===== src/hw/rtl/mfbd_pkg.sv =====
// Shared constants and control types for the mask-fill block decompressor.
// No dependencies; used by the interfaces, controller, datapath and top level.
package mfbd_pkg;

  localparam int unsigned BYTE_W          = 8;
  localparam int unsigned BLK_CNT_W       = 11;
  localparam int unsigned POS_W           = 3;
  localparam int unsigned MASKS_PER_BLOCK = 4;

  // controller -> datapath
  typedef struct packed {
    logic start;      // first word of a stream
    logic load_fill;  // fill word of a later block
    logic load_mask;  // mask word
    logic load_lit;   // literal word
    logic emit;       // write one decoded word to the output register
  } mfbd_cmd_t;

  // datapath -> controller
  typedef struct packed {
    logic cfg_zero;     // block count register is zero
    logic mask_lsb;     // bit 0 of the incoming word
    logic slot_free;    // output register can take a word this cycle
    logic emit_last;    // word at the current position ends the run
    logic mask_end;     // current position is the top mask bit
    logic block_end;    // current mask is the last of its block
    logic stream_last;  // current block is the last of the stream
  } mfbd_status_t;

endpackage


===== src/hw/rtl/mfbd_in_if.sv =====
// Compressed input channel: one stream word and its first-of-stream mark.
// Depends on mfbd_pkg.
interface mfbd_in_if;
  logic                             valid;
  logic                             ready;
  logic [mfbd_pkg::BYTE_W-1:0]      in_byte;
  logic                             first;

  modport source (output valid, output in_byte, output first, input ready);
  modport sink   (input valid, input in_byte, input first, output ready);
endinterface


===== src/hw/rtl/mfbd_out_if.sv =====
// Decoded output channel: one decoded word with run-end and stream-end marks.
// Depends on mfbd_pkg.
interface mfbd_out_if;
  logic                             valid;
  logic                             ready;
  logic [mfbd_pkg::BYTE_W-1:0]      out_byte;
  logic                             run_last;
  logic                             stream_end;

  modport source (output valid, output out_byte, output run_last, output stream_end,
                  input ready);
  modport sink   (input valid, input out_byte, input run_last, input stream_end,
                  output ready);
endinterface


===== src/hw/rtl/mfbd_cfg_if.sv =====
// Configuration write channel carrying the block count register.
// Depends on mfbd_pkg.
interface mfbd_cfg_if;
  logic                             valid;
  logic                             ready;
  logic [mfbd_pkg::BLK_CNT_W-1:0]   block_count;

  modport source (output valid, output block_count, input ready);
  modport sink   (input valid, input block_count, output ready);
endinterface


===== src/hw/rtl/mfbd_datapath.sv =====
// Datapath: block count register, decode state, mask position and output register.
// Depends on mfbd_pkg; driven by mfbd_ctrl through mfbd_cmd_t.
module mfbd_datapath #(
  parameter int unsigned MASKS_PER_BLOCK = mfbd_pkg::MASKS_PER_BLOCK
) (
  input  logic                              clk_i,
  input  logic                              rst_ni,
  input  logic [mfbd_pkg::BYTE_W-1:0]       in_byte_i,
  input  logic                              cfg_valid_i,
  input  logic [mfbd_pkg::BLK_CNT_W-1:0]    cfg_data_i,
  input  mfbd_pkg::mfbd_cmd_t               cmd_i,
  input  logic                              out_ready_i,
  output mfbd_pkg::mfbd_status_t            status_o,
  output logic                              out_valid_o,
  output logic [mfbd_pkg::BYTE_W-1:0]       out_byte_o,
  output logic                              run_last_o,
  output logic                              stream_end_o
);

  localparam int unsigned MdW = (MASKS_PER_BLOCK > 1) ? $clog2(MASKS_PER_BLOCK) : 1;
  localparam logic [MdW-1:0] MdLast = MdW'(MASKS_PER_BLOCK - 1);

  logic [mfbd_pkg::BLK_CNT_W-1:0] block_count_q;
  logic [mfbd_pkg::BLK_CNT_W-1:0] blocks_left_q, blocks_left_d;
  logic [MdW-1:0]                 masks_done_q, masks_done_d;
  logic [mfbd_pkg::POS_W-1:0]     pos_q, pos_d, pos_nx;
  logic                           lit_sel_q, lit_sel_d;
  logic                           out_valid_q, out_valid_d;
  logic [mfbd_pkg::BYTE_W-1:0]    fill_q, mask_q, lit_q;
  logic [mfbd_pkg::BYTE_W-1:0]    out_byte_q;
  logic                           run_last_q, stream_end_q;

  logic emit_last, mask_end, block_end, stream_last, slot_free;

  assign pos_nx      = pos_q + 1'b1;
  assign mask_end    = (pos_q == '1);
  // the run closes at the top mask bit, or where the next word belongs to a literal
  assign emit_last   = mask_end || mask_q[pos_nx];
  assign block_end   = (masks_done_q == MdLast);
  assign stream_last = (blocks_left_q == mfbd_pkg::BLK_CNT_W'(1));
  assign slot_free   = !out_valid_q || out_ready_i;

  always_comb begin
    status_o.cfg_zero    = (block_count_q == '0);
    status_o.mask_lsb    = in_byte_i[0];
    status_o.slot_free   = slot_free;
    status_o.emit_last   = emit_last;
    status_o.mask_end    = mask_end;
    status_o.block_end   = block_end;
    status_o.stream_last = stream_last;
  end

  always_comb begin
    blocks_left_d = blocks_left_q;
    masks_done_d  = masks_done_q;
    pos_d         = pos_q;
    lit_sel_d     = lit_sel_q;
    out_valid_d   = out_valid_q && !out_ready_i;
    if (cmd_i.start) begin
      blocks_left_d = block_count_q;
      masks_done_d  = '0;
      pos_d         = '0;
    end
    if (cmd_i.load_fill) begin
      masks_done_d = '0;
    end
    if (cmd_i.load_mask) begin
      pos_d     = '0;
      lit_sel_d = 1'b0;
    end
    if (cmd_i.load_lit) begin
      lit_sel_d = 1'b1;
    end
    if (cmd_i.emit) begin
      out_valid_d = 1'b1;
      lit_sel_d   = 1'b0;
      pos_d       = pos_nx;
      if (mask_end) begin
        if (block_end) begin
          masks_done_d  = '0;
          blocks_left_d = blocks_left_q - 1'b1;
        end else begin
          masks_done_d = masks_done_q + 1'b1;
        end
      end
    end
  end

  always_ff @(posedge clk_i or negedge rst_ni) begin
    if (!rst_ni) begin
      block_count_q <= '0;
      blocks_left_q <= '0;
      masks_done_q  <= '0;
      pos_q         <= '0;
      lit_sel_q     <= 1'b0;
      out_valid_q   <= 1'b0;
    end else begin
      if (cfg_valid_i) begin
        block_count_q <= cfg_data_i;
      end
      blocks_left_q <= blocks_left_d;
      masks_done_q  <= masks_done_d;
      pos_q         <= pos_d;
      lit_sel_q     <= lit_sel_d;
      out_valid_q   <= out_valid_d;
    end
  end

  always_ff @(posedge clk_i) begin
    if (cmd_i.start || cmd_i.load_fill) begin
      fill_q <= in_byte_i;
    end
    if (cmd_i.start) begin
      mask_q <= '0;
    end
    if (cmd_i.load_mask) begin
      mask_q <= in_byte_i;
    end
    if (cmd_i.load_lit) begin
      lit_q <= in_byte_i;
    end
    if (cmd_i.emit) begin
      out_byte_q   <= lit_sel_q ? lit_q : fill_q;
      run_last_q   <= emit_last;
      stream_end_q <= emit_last && mask_end && block_end && stream_last;
    end
  end

  assign out_valid_o  = out_valid_q;
  assign out_byte_o   = out_byte_q;
  assign run_last_o   = run_last_q;
  assign stream_end_o = stream_end_q;

  a_emit_slot_free: assert property (@(posedge clk_i) disable iff (!rst_ni)
    cmd_i.emit |-> slot_free)
    else $error("emit into an occupied output register");

  a_end_is_last: assert property (@(posedge clk_i) disable iff (!rst_ni)
    (out_valid_q && stream_end_q) |-> run_last_q)
    else $error("stream end without run end");

endmodule


===== src/hw/rtl/mfbd_ctrl.sv =====
// Controller: stream phase FSM; emit sequencer, one word per cycle unless stalled.
// Depends on mfbd_pkg; commands mfbd_datapath.
module mfbd_ctrl (
  input  logic                      clk_i,
  input  logic                      rst_ni,
  input  logic                      in_valid_i,
  input  logic                      first_i,
  output logic                      in_ready_o,
  input  mfbd_pkg::mfbd_status_t    status_i,
  output mfbd_pkg::mfbd_cmd_t       cmd_o
);

  typedef enum logic [2:0] {
    S_DONE,
    S_FILL,
    S_MASK,
    S_LIT,
    S_EMIT
  } state_e;

  state_e state_q, state_d;
  logic   in_acc;

  assign in_ready_o = (state_q != S_EMIT);
  assign in_acc     = in_valid_i && in_ready_o;

  always_comb begin
    cmd_o   = '0;
    state_d = state_q;
    if (in_acc) begin
      if (first_i) begin
        cmd_o.start = 1'b1;
        state_d     = status_i.cfg_zero ? S_DONE : S_MASK;
      end else begin
        case (state_q)
          S_FILL: begin
            cmd_o.load_fill = 1'b1;
            state_d         = S_MASK;
          end
          S_MASK: begin
            cmd_o.load_mask = 1'b1;
            // a mask opening with a literal gives nothing yet
            state_d         = status_i.mask_lsb ? S_LIT : S_EMIT;
          end
          S_LIT: begin
            cmd_o.load_lit = 1'b1;
            state_d        = S_EMIT;
          end
          default: begin
            state_d = state_q;
          end
        endcase
      end
    end
    if (state_q == S_EMIT && status_i.slot_free) begin
      cmd_o.emit = 1'b1;
      if (status_i.emit_last) begin
        if (!status_i.mask_end) begin
          state_d = S_LIT;
        end else if (!status_i.block_end) begin
          state_d = S_MASK;
        end else begin
          state_d = status_i.stream_last ? S_DONE : S_FILL;
        end
      end
    end
  end

  always_ff @(posedge clk_i or negedge rst_ni) begin
    if (!rst_ni) begin
      state_q <= S_DONE;
    end else begin
      state_q <= state_d;
    end
  end

  a_one_cmd: assert property (@(posedge clk_i) disable iff (!rst_ni)
    $onehot0({cmd_o.start, cmd_o.load_fill, cmd_o.load_mask, cmd_o.load_lit, cmd_o.emit}))
    else $error("more than one datapath command");

  a_lit_emits: assert property (@(posedge clk_i) disable iff (!rst_ni)
    (in_acc && !first_i && state_q == S_LIT) |=> (state_q == S_EMIT))
    else $error("literal word not emitted");

endmodule


===== src/hw/rtl/mask_fill_block_decompressor_top.sv =====
// Mask-fill block decompressor: an accepted word yields 0 to 8 decoded words.
// A literal word, or a mask word opening with a fill, moves the controller to its
// emit state: the sequencer writes one word a cycle into the single output register
// while it is free, and no input word is accepted until the run's last word is written.
// Reset: phase done awaiting a first word, block count 0, output register empty.
module mask_fill_block_decompressor_top #(
  parameter int unsigned MASKS_PER_BLOCK = mfbd_pkg::MASKS_PER_BLOCK
) (
  input  logic            clk_i,
  input  logic            rst_ni,
  mfbd_in_if.sink         in_ch,
  mfbd_out_if.source      out_ch,
  mfbd_cfg_if.sink        cfg_ch
);

  mfbd_pkg::mfbd_cmd_t    cmd;
  mfbd_pkg::mfbd_status_t status;

  assign cfg_ch.ready = 1'b1;

  mfbd_ctrl u_ctrl (
    .clk_i      (clk_i),
    .rst_ni     (rst_ni),
    .in_valid_i (in_ch.valid),
    .first_i    (in_ch.first),
    .in_ready_o (in_ch.ready),
    .status_i   (status),
    .cmd_o      (cmd)
  );

  mfbd_datapath #(
    .MASKS_PER_BLOCK (MASKS_PER_BLOCK)
  ) u_datapath (
    .clk_i        (clk_i),
    .rst_ni       (rst_ni),
    .in_byte_i    (in_ch.in_byte),
    .cfg_valid_i  (cfg_ch.valid),
    .cfg_data_i   (cfg_ch.block_count),
    .cmd_i        (cmd),
    .out_ready_i  (out_ch.ready),
    .status_o     (status),
    .out_valid_o  (out_ch.valid),
    .out_byte_o   (out_ch.out_byte),
    .run_last_o   (out_ch.run_last),
    .stream_end_o (out_ch.stream_end)
  );

endmodule

===== src/flat_wrapper.sv =====
// flat-port wrapper written by rule: the top's interface ports become plain ports
module mask_fill_block_decompressor_top_flat 
#(
  parameter int unsigned MASKS_PER_BLOCK = mfbd_pkg::MASKS_PER_BLOCK
)
  (clk_i, rst_ni, in_ch_valid, in_ch_in_byte, in_ch_first, in_ch_ready, out_ch_valid, out_ch_out_byte, out_ch_run_last, out_ch_stream_end, out_ch_ready, cfg_ch_valid, cfg_ch_block_count, cfg_ch_ready);
  mfbd_in_if in_ch_i ();
  mfbd_out_if out_ch_i ();
  mfbd_cfg_if cfg_ch_i ();
  input  logic clk_i;
  input  logic rst_ni;
  input wire logic [$bits(in_ch_i.valid)-1:0] in_ch_valid;
  input wire logic [$bits(in_ch_i.in_byte)-1:0] in_ch_in_byte;
  input wire logic [$bits(in_ch_i.first)-1:0] in_ch_first;
  output wire logic [$bits(in_ch_i.ready)-1:0] in_ch_ready;
  output wire logic [$bits(out_ch_i.valid)-1:0] out_ch_valid;
  output wire logic [$bits(out_ch_i.out_byte)-1:0] out_ch_out_byte;
  output wire logic [$bits(out_ch_i.run_last)-1:0] out_ch_run_last;
  output wire logic [$bits(out_ch_i.stream_end)-1:0] out_ch_stream_end;
  input wire logic [$bits(out_ch_i.ready)-1:0] out_ch_ready;
  input wire logic [$bits(cfg_ch_i.valid)-1:0] cfg_ch_valid;
  input wire logic [$bits(cfg_ch_i.block_count)-1:0] cfg_ch_block_count;
  output wire logic [$bits(cfg_ch_i.ready)-1:0] cfg_ch_ready;
  assign in_ch_i.valid = in_ch_valid;
  assign in_ch_i.in_byte = in_ch_in_byte;
  assign in_ch_i.first = in_ch_first;
  assign in_ch_ready = in_ch_i.ready;
  assign out_ch_valid = out_ch_i.valid;
  assign out_ch_out_byte = out_ch_i.out_byte;
  assign out_ch_run_last = out_ch_i.run_last;
  assign out_ch_stream_end = out_ch_i.stream_end;
  assign out_ch_i.ready = out_ch_ready;
  assign cfg_ch_i.valid = cfg_ch_valid;
  assign cfg_ch_i.block_count = cfg_ch_block_count;
  assign cfg_ch_ready = cfg_ch_i.ready;
  mask_fill_block_decompressor_top #(.MASKS_PER_BLOCK(MASKS_PER_BLOCK)) u_core (.clk_i(clk_i), .rst_ni(rst_ni), .in_ch(in_ch_i), .out_ch(out_ch_i), .cfg_ch(cfg_ch_i));
endmodule

===== config.mk =====
export PLATFORM = sky130hd
export DESIGN_NAME = mask_fill_block_decompressor_top_flat
export DESIGN_NICKNAME = d
export VERILOG_FILES = /design/src/hw/rtl/mfbd_pkg.sv /design/src/hw/rtl/mfbd_in_if.sv /design/src/hw/rtl/mfbd_out_if.sv /design/src/hw/rtl/mfbd_cfg_if.sv /design/src/hw/rtl/mfbd_datapath.sv /design/src/hw/rtl/mfbd_ctrl.sv /design/src/hw/rtl/mask_fill_block_decompressor_top.sv /design/src/flat_wrapper.sv
export SDC_FILE = /design/constraint.sdc
export NUM_CORES = 1
export LEC_CHECK = 0
export BUFFER_PORTS_ARGS = -buffer_cell sky130_fd_sc_hd__buf_2
export CELL_PAD_IN_SITES_DETAIL_PLACEMENT = 0
export CELL_PAD_IN_SITES_GLOBAL_PLACEMENT = 1
export CORE_MARGIN = 5
export CORE_UTILIZATION = 50
export CTS_CLUSTER_DIAMETER = 50
export DETAILED_ROUTE_END_ITERATION = 7
export PLACE_DENSITY_LB_ADDON = 0.1
export RECOVER_POWER = 100
export SLEW_MARGIN = 15
export SYNTH_ARGS = -nofsm -noshare
export SYNTH_HDL_FRONTEND = slang
export SYNTH_HIERARCHICAL = 1
export SYNTH_SLANG_ARGS = --single-unit

===== constraint.sdc =====
create_clock -name clk_i -period 7 [get_ports clk_i]
set_clock_uncertainty 0.15 [all_clocks]
set_input_delay 1.05 -clock clk_i [delete_from_list [all_inputs] [get_ports clk_i]]
set_output_delay 1.05 -clock clk_i [all_outputs]
set_load 0.02 [all_outputs]

==> results of run 1 <==
==> layer usage <==
metal,global-route usage [%],wire length [um],vias to the layer above
met3,4.35,370,5
met1,24.2,2800,933
li1,-,-,925
met5,0,0,-
met4,6.80,43,0
met2,25.0,2550,59
==> where the power goes <==
part           total (mW)  internal, mW  switching (mW)
sequential          0.579         0.506          0.0728
combinational       0.269         0.116           0.153
clock               0.323         0.167           0.156
total                1.17         0.789           0.382
==> registers in the layout, indices dropped and copies added (netlist names) <==
register / cells
u_core/u_datapath/pos_q: 3
u_core/u_datapath/block_count_q: 11
u_core/u_datapath/lit_q: 8
u_core/u_datapath/run_last_o: 1
u_core/u_datapath/out_byte_o: 8
u_core/u_datapath/stream_end_o: 1
u_core/u_datapath/fill_q: 8
u_core/u_datapath/out_valid_o: 1
u_core/u_datapath/masks_done_q: 2
u_core/u_datapath/mask_q: 8
u_core/u_ctrl/state_q: 3
u_core/u_datapath/lit_sel_q: 1
u_core/u_datapath/blocks_left_q: 11
==> cell usage in the layout (no fill, tap or decap), types with 2 or more instances in the layout <==
| cell | instances |
|---|---|
| and2_0 | 7 |
| mux2_2 | 19 |
| a21oi_1 | 4 |
| clkbuf_8 | 9 |
| nor3b_1 | 3 |
| nand3_1 | 7 |
| nor2_1 | 13 |
| nand2b_1 | 3 |
| clkinv_4 | 2 |
| mux4_2 | 2 |
| clkbuf_1 | 23 |
| and3_1 | 5 |
| ha_1 | 5 |
| nor3_1 | 6 |
| inv_6 | 2 |
| a221o_1 | 2 |
| inv_1 | 7 |
| dfrtp_1 | 32 |
| nand2_1 | 20 |
| nor2b_1 | 3 |
| o21ai_0 | 11 |
| edfxtp_1 | 34 |
| nor4_1 | 6 |
| and2_1 | 4 |
| o311ai_0 | 4 |
| buf_2 | 14 |
==> how the worst max path moves through the flow <==
stage | startpoint | end | slack (ps) | cells after the start
finish | u_core/u_ctrl/state_q[0] | u_core/u_datapath/blocks_left_q[2] | 3220 | 5
global route | u_core/u_ctrl/state_q[0] | u_core/u_datapath/blocks_left_q[2] | 2860 | 5
CTS | out_ch_ready | u_core/u_datapath/blocks_left_q[2] | 4200 | 6
detailed placement | out_ch_ready | u_core/u_datapath/blocks_left_q[2] | 3870 | 6
global placement | out_ch_ready | u_core/u_datapath/blocks_left_q[2] | 3900 | 6
floorplan | out_ch_ready | u_core/u_datapath/blocks_left_q[6] | 4360 | 8
==> worst register-to-register path: stages, from the launching register on <==
cell and delay [ps]:
dfrtp_1 460, nor3b_1 590, and2_0 1070, nand3_1 540, and2_0 430, a221o_2 420
==> final cells by class <==
cell class / count / share of cell area [%]
Timing Repair Buffer: 37 / 4.72
Multi-Input combinational cell: 145 / 30.5
Clock buffer: 9 / 3.74
Sequential cell: 66 / 54.9
Clock inverter: 7 / 2.34
Tap cell: 75 / 2.83
Inverter: 8 / 0.906
==> cell families after synthesis <==
logic type | count (synthesis)
multiplexers | 22
flip-flops | 66
AND/OR/NAND/NOR | 82
adder cells (fa/ha/maj) | 5
other | 1
AO/OA/AOI/OAI | 35
buffers and inverters | 22
==> stage by stage <==
stage / cells / area (um^2)
6_report: 347 / 3320
5_1_grt: 347 / 3320
4_1_cts: 347 / 3360
3_5_place_dp: 331 / 3160
3_3_place_gp: 331 / 3160
2_1_floorplan: 233 / 2970
==> summary.txt, run 1 <==
Critical path
  – CP dominant cell by count: and2_0
  – R2R cell count: 5
  – Top delay family on crit path: simple AND/OR/NAND/NOR gates
  – R2R Path Start: u_core/u_ctrl/state_q[0]
  – Flop2flop setup slack: 3220 ps
  – Setup CP Type: flip-flop to flip-flop
  – Critical Path Fanout Max: 22
  – Critical-path cell list: nor3b_1 -> and2_0 -> nand3_1 -> and2_0 -> a221o_2
  – CP max-delay cell: and2_0
  – Critical Path AT: 3850 ps
  – CP required: 7070 ps
  – Worst path bufs/invs: 0
  – Reg2reg end: u_core/u_datapath/blocks_left_q[2]
  – Slowest Stage Delay on Critical Path: 1070 ps
  – CP endpoint kind: flip-flop
  – Critical Path Start Type: flip-flop

Pwr
  – Max VDD drop: 170 uV
  – PD cells: 353 nW/um^2
  – Pleak: 1.29 nW
  – Overall power: 1.17 mW

Synth
  – Compound-Gate Fraction of Synth Area: 8.35%
  – Seq/Total Area, Yosys: 61.4%
  – Net Count, Synth: 263
  – Avg Inst Size Synth: 12.7 um^2
  – Ys flop type: edfxtp_1
  – Post-synth top area share: 34.4%
  – Post-synthesis mux area share: 9.06%
  – Synth Area in Simple Gates: 15.1%
  – Synth top cells by count: edfxtp_1 (34), dfrtp_1 (32), nand2_1 (20), mux2_2 (19), nor2_1 (13)
  – Warnings, synthesis: 6
  – Netlist Area Pre-Place: 2970 um^2
  – Seq cells post-synth: 66
  – Post-synth EDFFs: 34
  – Cell variety after synth: 48
  – Largest family of logic cells by synthesized area: simple AND/OR/NAND/NOR gates
  – Cell count after synthesis: 233
  – Post-synthesis adder-cell area fraction: 2.11%
  – Yosys top cell by area: edfxtp_1
  – Main area contributors after synthesis: edfxtp_1 (34%), dfrtp_1 (27%), mux2_2 (7.2%)
  – Post-synth ARST share: 48.5%
  – Post-synthesis xor/xnor area fraction: 0%
  – Count leader, synth: edfxtp_1

Routing
  – DR WL/cell: 16.6 um
  – Via count: 1922
  – Avg Vias per Cell: 5.54
  – DR iter-0 viols: 112
  – Drt total wl: 5.76 mm
  – DRC viols: 0
  – Antenna viol nets, final: 0
  – DRT Pass-1 Iters: 6

STA
  – Final Hold Fails: 0
  – Number of setup violations in the final report: 0
  – Setup TNS: 0 ps
  – Tightest hold margin: 351 ps
  – RSZ-0062 raised after global routing: false
  – Rel. slew slack: -18.3%
  – Maximum clock frequency: 0.265 GHz
  – Min Tclk post-route: 3780 ps
  – Max Slew Vio Count: 33
  – Slew @ Worst Pin: 1770 ps
  – Setup ws final: 3220 ps
  – Part of the cycle the worst path needs: 54.0%

CTS
  – CTS tree: done
  – Clk root buf: clkbuf_8
  – # Post-CTS Setup Buffers: 0
  – Cts bufs inserted: 9
  – H-tree levels: 3
  – CTS sink cnt: 66
  – Post-CTS Resized: 0
  – Clock Latency Late Sink: 340 ps
  – CTS clock-pin slew for the worst setup and hold paths: 70 ps
  – Number of hold buffers added after CTS: 0
  – Maximum buffer depth of the clock tree: 2

Flow run
  – Max-Cap Viols: 1

Placed design
  – Post-DP HPWL: 3.98 mm
  – PortBufs: 36
  – Placer's final routability congestion estimate: 0.780
  – Post-place setup slack: 3870 ps

Finish
  – Fin util: 56.7%
  – Multi-input gate area: 1010 um^2
  – Share of layout cells above drive strength 1: 20.6%
  – Nets@finish: 297
  – FILL cells: 502
  – Diodes inserted: 0
  – FF/Latch Area: 1820 um^2
  – Area grow syn2layout: 11.7%

Floorplan
  – I/O pin total: 38
  – Core area: 5850 um^2
  – Die width: 87.0 um
  – Starting Density: 50.7%
  – Die Area: 7580 um^2
  – # rows: 28
  – Height of the chip: 87.0 um

Worst hold path
  – Hold endpoint: u_core/u_datapath/masks_done_q[0]
  – Min-delay worst type: flip-flop to flip-flop
  – Hold path cells: 1
  – Min-Delay Startpoint: u_core/u_datapath/masks_done_q[0]

GRT
  – Gr usage total: 17.0%
  – Largest net degree at the start of global routing: 33
  – First-pass GRT wire length: 9.79 mm
  – Number of global-route vias before repair: 1998
  – GR Overflow Total: 0
  – Initial antenna violation count: 0

Status
  – Violated checks: capacitance limit, slew limit
  – Status: finished with violations
Note: power is estimated with default switching activity, not from simulation.
==> inputs of run 2 (changes only) <==
CORE_UTILIZATION = 46   (was 50)
clock period = 3.7 ns   (was 7 ns; I/O delays follow)
==> run 2 against run 1 <==
  * The run still ends with capacitance limit, slew limit left
  * Fmax rose by 25%
  * Combinational power rose by 91%
  * First-iteration DRC count fell by 14%
  * Critical endpoint unchanged
  * Critical path type unchanged
  * Power rose by 92%
  * Sequential share of layout area fell by 0.21 points
  * Register-to-register slack got worse by 2500 ps
==> summary.txt, run 2 (synthesis results as in run 1) <==
Routing
  – DRC viols: 0 (unchanged)
  – DR WL/cell: 16.4 um (-1.4%)
  – DR iter-0 viols: 96 (-14%)
  – Met3 WL: 259 um (-30%)
  – Drt total wl: 5.72 mm (-0.80%)
  – DRT Pass-1 Iters: 4 (-2)
  – Max Used Layer: met4
  – Via count: 1891 (-1.6%)
  – Met1 WL: 2.76 mm (-1.5%)
  – Antenna viol nets, final: 0 (unchanged)
  – Avg Vias per Cell: 5.42 (-2.2%)
  – Met2 wire len: 2.59 mm (+1.5%)

Finish
  – Share of layout cells above drive strength 1: 20.2% (-0.37 points)
  – Diodes inserted: 0 (unchanged)
  – Fin util: 52.7% (-4.0 points)
  – FILL cells: 590 (+18%)
  – Most common cell after layout, fill and taps aside: edfxtp_1
  – FF/Latch Area: 1820 um^2 (unchanged)
  – Most frequent cells in the layout: edfxtp_1 (34), dfrtp_1 (32), clkbuf_1 (25)
  – Area grow syn2layout: 12.1%
  – Multi-input gate area: 1010 um^2 (+0.12%)
  – Top flop regs: u_core/u_datapath/block_count_q x11, u_core/u_datapath/blocks_left_q x11
  – Nets@finish: 297 (unchanged)

STA
  – Final Hold Fails: 0 (unchanged)
  – Part of the cycle the worst path needs: 81.8% (+28 points)
  – Slew @ Worst Pin: 1700 ps (-77.5 ps)
  – Max Slew Vio Count: 33 (unchanged)
  – RSZ-0062 raised after global routing: false
  – Maximum clock frequency: 0.330 GHz (+25%)
  – Min Tclk post-route: 3030 ps (-750 ps)
  – Number of setup violations in the final report: 0 (unchanged)
  – Setup TNS: 0 ps (unchanged)
  – Rel. slew slack: -13.1% (+5.2 points)

CTS
  – Clk root buf: clkbuf_8
  – Maximum buffer depth of the clock tree: 2 (unchanged)
  – Clock Latency Late Sink: 320 ps (-20 ps)
  – Cts bufs inserted: 9 (unchanged)
  – Number of hold buffers added after CTS: 0 (unchanged)
  – CTS sink cnt: 66 (unchanged)
  – Post-CTS Resized: 0 (unchanged)
  – CTS clock-pin slew for the worst setup and hold paths: 70 ps (about the same)
  – H-tree levels: 3 (unchanged)
  – CTS tree: done
  – # Post-CTS Setup Buffers: 0 (unchanged)

GRT
  – First-pass GRT wire length: 9.72 mm (-0.78%)
  – Gr usage total: 15.0% (-2.0 points)
  – Largest net degree at the start of global routing: 33 (unchanged)
  – Number of global-route vias before repair: 1970 (-1.4%)
  – Initial antenna violation count: 0 (unchanged)
  – GR Overflow Total: 0 (unchanged)

Worst hold path
  – Min-delay worst type: primary input to flip-flop

Flow run
  – Max-Cap Viols: 1 (unchanged)

Placed design
  – PortBufs: 36 (unchanged)
  – Placer's final routability congestion estimate: 0.891 (+14%)
  – Post-DP HPWL: 3.98 mm (-0.19%)

Critical path
  – Worst path bufs/invs: 0 (unchanged)
  – Critical Path Start Type: flip-flop
  – Critical-path cell list: nor3b_1 -> and2_2 -> nand3_1 -> and2_0 -> a221o_2
  – Flop2flop setup slack: 670 ps (-2550 ps)
  – CP endpoint kind: flip-flop
  – CP required: 3760 ps (-3310 ps)
  – Critical Path Fanout Max: 22 (unchanged)
  – Slowest Stage Delay on Critical Path: 570 ps (-500 ps)
  – Setup CP Type: flip-flop to flip-flop
  – Top delay family on crit path: simple AND/OR/NAND/NOR gates
  – CP max-delay cell: and2_2
  – Critical Path AT: 3090 ps (-760 ps)

Floorplan
  – # rows: 29 (+3.6%)
  – Height of the chip: 90.3 um (+3.8%)
  – Die Area: 8160 um^2 (+7.7%)
  – Die width: 90.3 um (+3.8%)
  – Starting Density: 47.0% (-3.7 points)
  – Core area: 6310 um^2 (+7.9%)
  – I/O pin total: 38 (unchanged)

Pwr
  – Pleak: 1.30 nW (+0.68%)
  – Max VDD drop: 297 uV (+75%)
  – PD cells: 676 nW/um^2 (+91%)

Status
  – Status: finished with violations
  – Violated checks: capacitance limit, slew limit
run 2: cell types whose count changed in the layout (fill, tap and decap cells not counted):
cell and delta:
clkbuf_1 +2, clkinvlp_4 -1, inv_6 -2, clkinv_4 -1, clkinv_2 +1, and2_1 -1
and2_2 +1, bufinv_16 +1
run 2: per-layer routing:
metal,up-vias,track usage [%]
met1,915,20.2
li1,921,-
met5,-,0
met4,0,7.07
met2,44,22.9
met3,11,3.50
run 2: report_power, final:
part | leakage, nW | total (mW) | switching (mW) | internal, mW
sequential | 0.709 | 1.09 | 0.135 | 0.956
combinational | 0.480 | 0.514 | 0.295 | 0.219
clock | 0.107 | 0.643 | 0.264 | 0.379
total | 1.30 | 2.25 | 0.695 | 1.55
run 2: final cells by class:
cell class                      count  area share [%]
Inverter                            8           0.902
Clock inverter                      5            2.37
Sequential cell                    66            54.7
Clock buffer                       11            3.95
Multi-Input combinational cell    145            30.5
Tap cell                           77            2.89
Timing Repair Buffer               37            4.70
run 2: path summary, 6_finish.rpt:
path	cells past startpoint	startpoint	end
max	5	u_core/u_ctrl/state_q[0]	u_core/u_datapath/blocks_left_q[2]
min reg2reg	1	u_core/u_datapath/masks_done_q[0]	u_core/u_datapath/masks_done_q[0]
min in group asynchronous	1	rst_ni	u_core/u_datapath/blocks_left_q[6]
max reg2reg	5	u_core/u_ctrl/state_q[0]	u_core/u_datapath/blocks_left_q[2]
max in group asynchronous	1	rst_ni	u_core/u_datapath/masks_done_q[1]
min	1	in_ch_in_byte[6]	u_core/u_datapath/fill_q[6]
run 2: stage by stage:
stage	cell area, um^2	instances	hold WS, ps	setup WS, ps	total power, mW
2_1_floorplan	2970	233	109	1470	1.51
3_3_place_gp	3170	333	332	1070	1.65
3_5_place_dp	3170	333	334	987	1.65
4_1_cts	3380	349	144	973	2.30
5_1_grt	3330	349	279	425	2.39
6_report	3330	349	302	672	2.25
run 2: worst register-to-register path, stage by stage, from the launching register on:
cell	delay (ps)
dfrtp_1	460
nor3b_1	540
and2_2	570
nand3_1	380
and2_0	400
a221o_2	420
==> inputs of run 3 (changes only) <==
clock period = 3.17 ns   (was 3.7 ns; I/O delays follow)
==> run 3 against run 2 <==
  * The flow still finishes with violations (capacitance limit, slew limit)
  * Worst setup slack lost 51 ps
  * Register-to-register slack lost 50 ps
  * Sequential power up 17%
  * Count of clock-buffer cells in the layout fell by 1
  * Die area did not move
  * First-iteration DRC count grew 45%
  * Critical path depth is 1 higher
  * Combinational power rose by 17%
  * Power is 11% higher
  * Largest cell class unchanged
  * Largest power group unchanged
  * Highest routed layer unchanged
==> summary.txt, run 3 (synthesis results as in run 1) <==
Status
  – Status: finished with violations
  – Violated checks: capacitance limit, slew limit

Finish
  – FF/Latch Area: 1820 um^2 (unchanged)
  – Most common cell after layout, fill and taps aside: edfxtp_1
  – Share of layout cells above drive strength 1: 20.1% (-0.074 points)
  – Multi-input gate area: 1020 um^2 (+0.99%)
  – Most frequent cells in the layout: edfxtp_1 (34), dfrtp_1 (32), clkbuf_1 (25)
  – FILL cells: 597 (+1.2%)
  – Area grow syn2layout: 11.3%
  – Diodes inserted: 0 (unchanged)
  – Nets@finish: 298 (+0.34%)
  – Top flop regs: u_core/u_datapath/block_count_q x11, u_core/u_datapath/blocks_left_q x11

GRT
  – Number of global-route vias before repair: 1988 (+0.91%)
  – Largest net degree at the start of global routing: 33 (unchanged)
  – First-pass GRT wire length: 10.2 mm (+4.6%)
  – Initial antenna violation count: 0 (unchanged)
  – GR Overflow Total: 0 (unchanged)
  – Gr usage total: 15.7% (+0.67 points)

CTS
  – H-tree levels: 3 (unchanged)
  – # Post-CTS Setup Buffers: 0 (unchanged)
  – Post-CTS Resized: 0 (unchanged)
  – Number of hold buffers added after CTS: 0 (unchanged)
  – Maximum buffer depth of the clock tree: 2 (unchanged)
  – CTS tree: done
  – CTS sink cnt: 66 (unchanged)
  – Clk root buf: clkbuf_8
  – Clock Latency Late Sink: 330 ps (about the same)
  – CTS clock-pin slew for the worst setup and hold paths: 80 ps (about the same)
  – Cts bufs inserted: 9 (unchanged)

Floorplan
  – Die width: 90.3 um (unchanged)
  – Core area: 6310 um^2 (unchanged)
  – Die Area: 8160 um^2 (unchanged)
  – Starting Density: 47.0% (unchanged)
  – # rows: 29 (unchanged)
  – Height of the chip: 90.3 um (unchanged)
  – I/O pin total: 38 (unchanged)

Pwr
  – Pleak: 1.28 nW (-1.5%)
  – PD cells: 758 nW/um^2 (+12%)
  – Max VDD drop: 366 uV (+23%)

STA
  – Tightest hold margin: 216 ps (-85.9 ps)
  – Setup ws final: 621 ps (-50.8 ps)
  – Part of the cycle the worst path needs: 80.4% (-1.4 points)
  – Final Hold Fails: 0 (unchanged)
  – Setup TNS: 0 ps (unchanged)
  – Slew @ Worst Pin: 1750 ps (+57.5 ps)
  – Min Tclk post-route: 2550 ps (-479 ps)
  – RSZ-0062 raised after global routing: false
  – Number of setup violations in the final report: 0 (unchanged)
  – Max Slew Vio Count: 33 (unchanged)
  – Rel. slew slack: -17.0% (-3.8 points)
  – Maximum clock frequency: 0.392 GHz (+19%)

Critical path
  – Critical Path Start Type: flip-flop
  – CP endpoint kind: flip-flop
  – Worst path bufs/invs: 1 (+1)
  – Critical-path cell list: nor3b_4 -> and2_0 -> clkbuf_1 -> nand2_1 -> nand3_1 -> nand2_1
  – Critical Path AT: 2610 ps (-480 ps)
  – Setup CP Type: flip-flop to flip-flop
  – Critical Path Fanout Max: 19 (-14%)
  – Slowest Stage Delay on Critical Path: 800 ps (+230 ps)
  – CP required: 3230 ps (-530 ps)
  – CP max-delay cell: clkbuf_1
  – Top delay family on crit path: simple AND/OR/NAND/NOR gates
  – CP dominant cell by count: nand2_1

Worst hold path
  – Min-delay worst type: primary input to flip-flop

Routing
  – DR WL/cell: 16.5 um (+0.90%)
  – Drt total wl: 5.78 mm (+1.2%)
  – DRT Pass-1 Iters: 4 (unchanged)
  – DR iter-0 viols: 139 (+45%)
  – Antenna viol nets, final: 0 (unchanged)
  – Avg Vias per Cell: 5.49 (+1.3%)
  – Via count: 1921 (+1.6%)
  – DRC viols: 0 (unchanged)

Placed design
  – Placer's final routability congestion estimate: 0.811 (-8.9%)
  – PortBufs: 36 (unchanged)
  – Post-place setup slack: 869 ps (-118 ps)
  – Post-DP HPWL: 4.05 mm (+1.9%)

Flow run
  – Max-Cap Viols: 1 (unchanged)
[run 3: path summary, 6_finish.rpt]
kind,startpoint,end,slack (ps),cells past startpoint
worst max-delay path,u_core/u_ctrl/state_q[0],u_core/u_datapath/masks_done_q[1],620,6
worst min-delay path,in_ch_in_byte[3],u_core/u_datapath/fill_q[3],220,1
worst max register to register,u_core/u_ctrl/state_q[0],u_core/u_datapath/masks_done_q[1],620,6
worst min register to register,u_core/u_datapath/masks_done_q[0],u_core/u_datapath/masks_done_q[0],350,1
max in group asynchronous,rst_ni,u_core/u_datapath/pos_q[0],1410,1
min in group asynchronous,rst_ni,u_core/u_datapath/blocks_left_q[9],440,1
[run 3: final cells by class]
class	count	share of cell area, %
Timing Repair Buffer	38	4.85
Clock buffer	10	3.87
Inverter	8	0.909
Multi-Input combinational cell	145	31.0
Clock inverter	6	1.29
Tap cell	77	2.92
Sequential cell	66	55.2
[run 3: report_power, final]
group          internal [mW]  total [mW]  switching (mW)
Clock                  0.285       0.620           0.335
Sequential              1.12        1.28           0.165
Combinational          0.263       0.602           0.339
Total                   1.67        2.50           0.838
[run 3: metal layers]
layer / vias up / routed length (um) / global-route usage (%)
li1: 928 / - / -
met1: 947 / 2760 / 21.5
met2: 39 / 2740 / 23.7
met3: 7 / 217 / 3.58
met4: 0 / 66 / 7.07
met5: - / 0 / 0
[run 3: worst reg2reg max path, cell delays in order (launching register included)]
cell	delay, ps
dfrtp_1	490
nor3b_4	320
and2_0	240
clkbuf_1	800
nand2_1	210
nand3_1	150
nand2_1	80
[run 3: per-stage QoR]
step / util (%) / instances / power [mW] / area [um^2]
5_1_grt: 52.3 / 350 / 2.67 / 3300
4_1_cts: 53.0 / 350 / 2.56 / 3340
3_5_place_dp: 50.3 / 334 / 1.93 / 3170
3_3_place_gp: 50.3 / 334 / 1.93 / 3170
2_1_floorplan: - / 233 / 1.76 / 2970
6_report: 52.3 / 350 / 2.50 / 3300
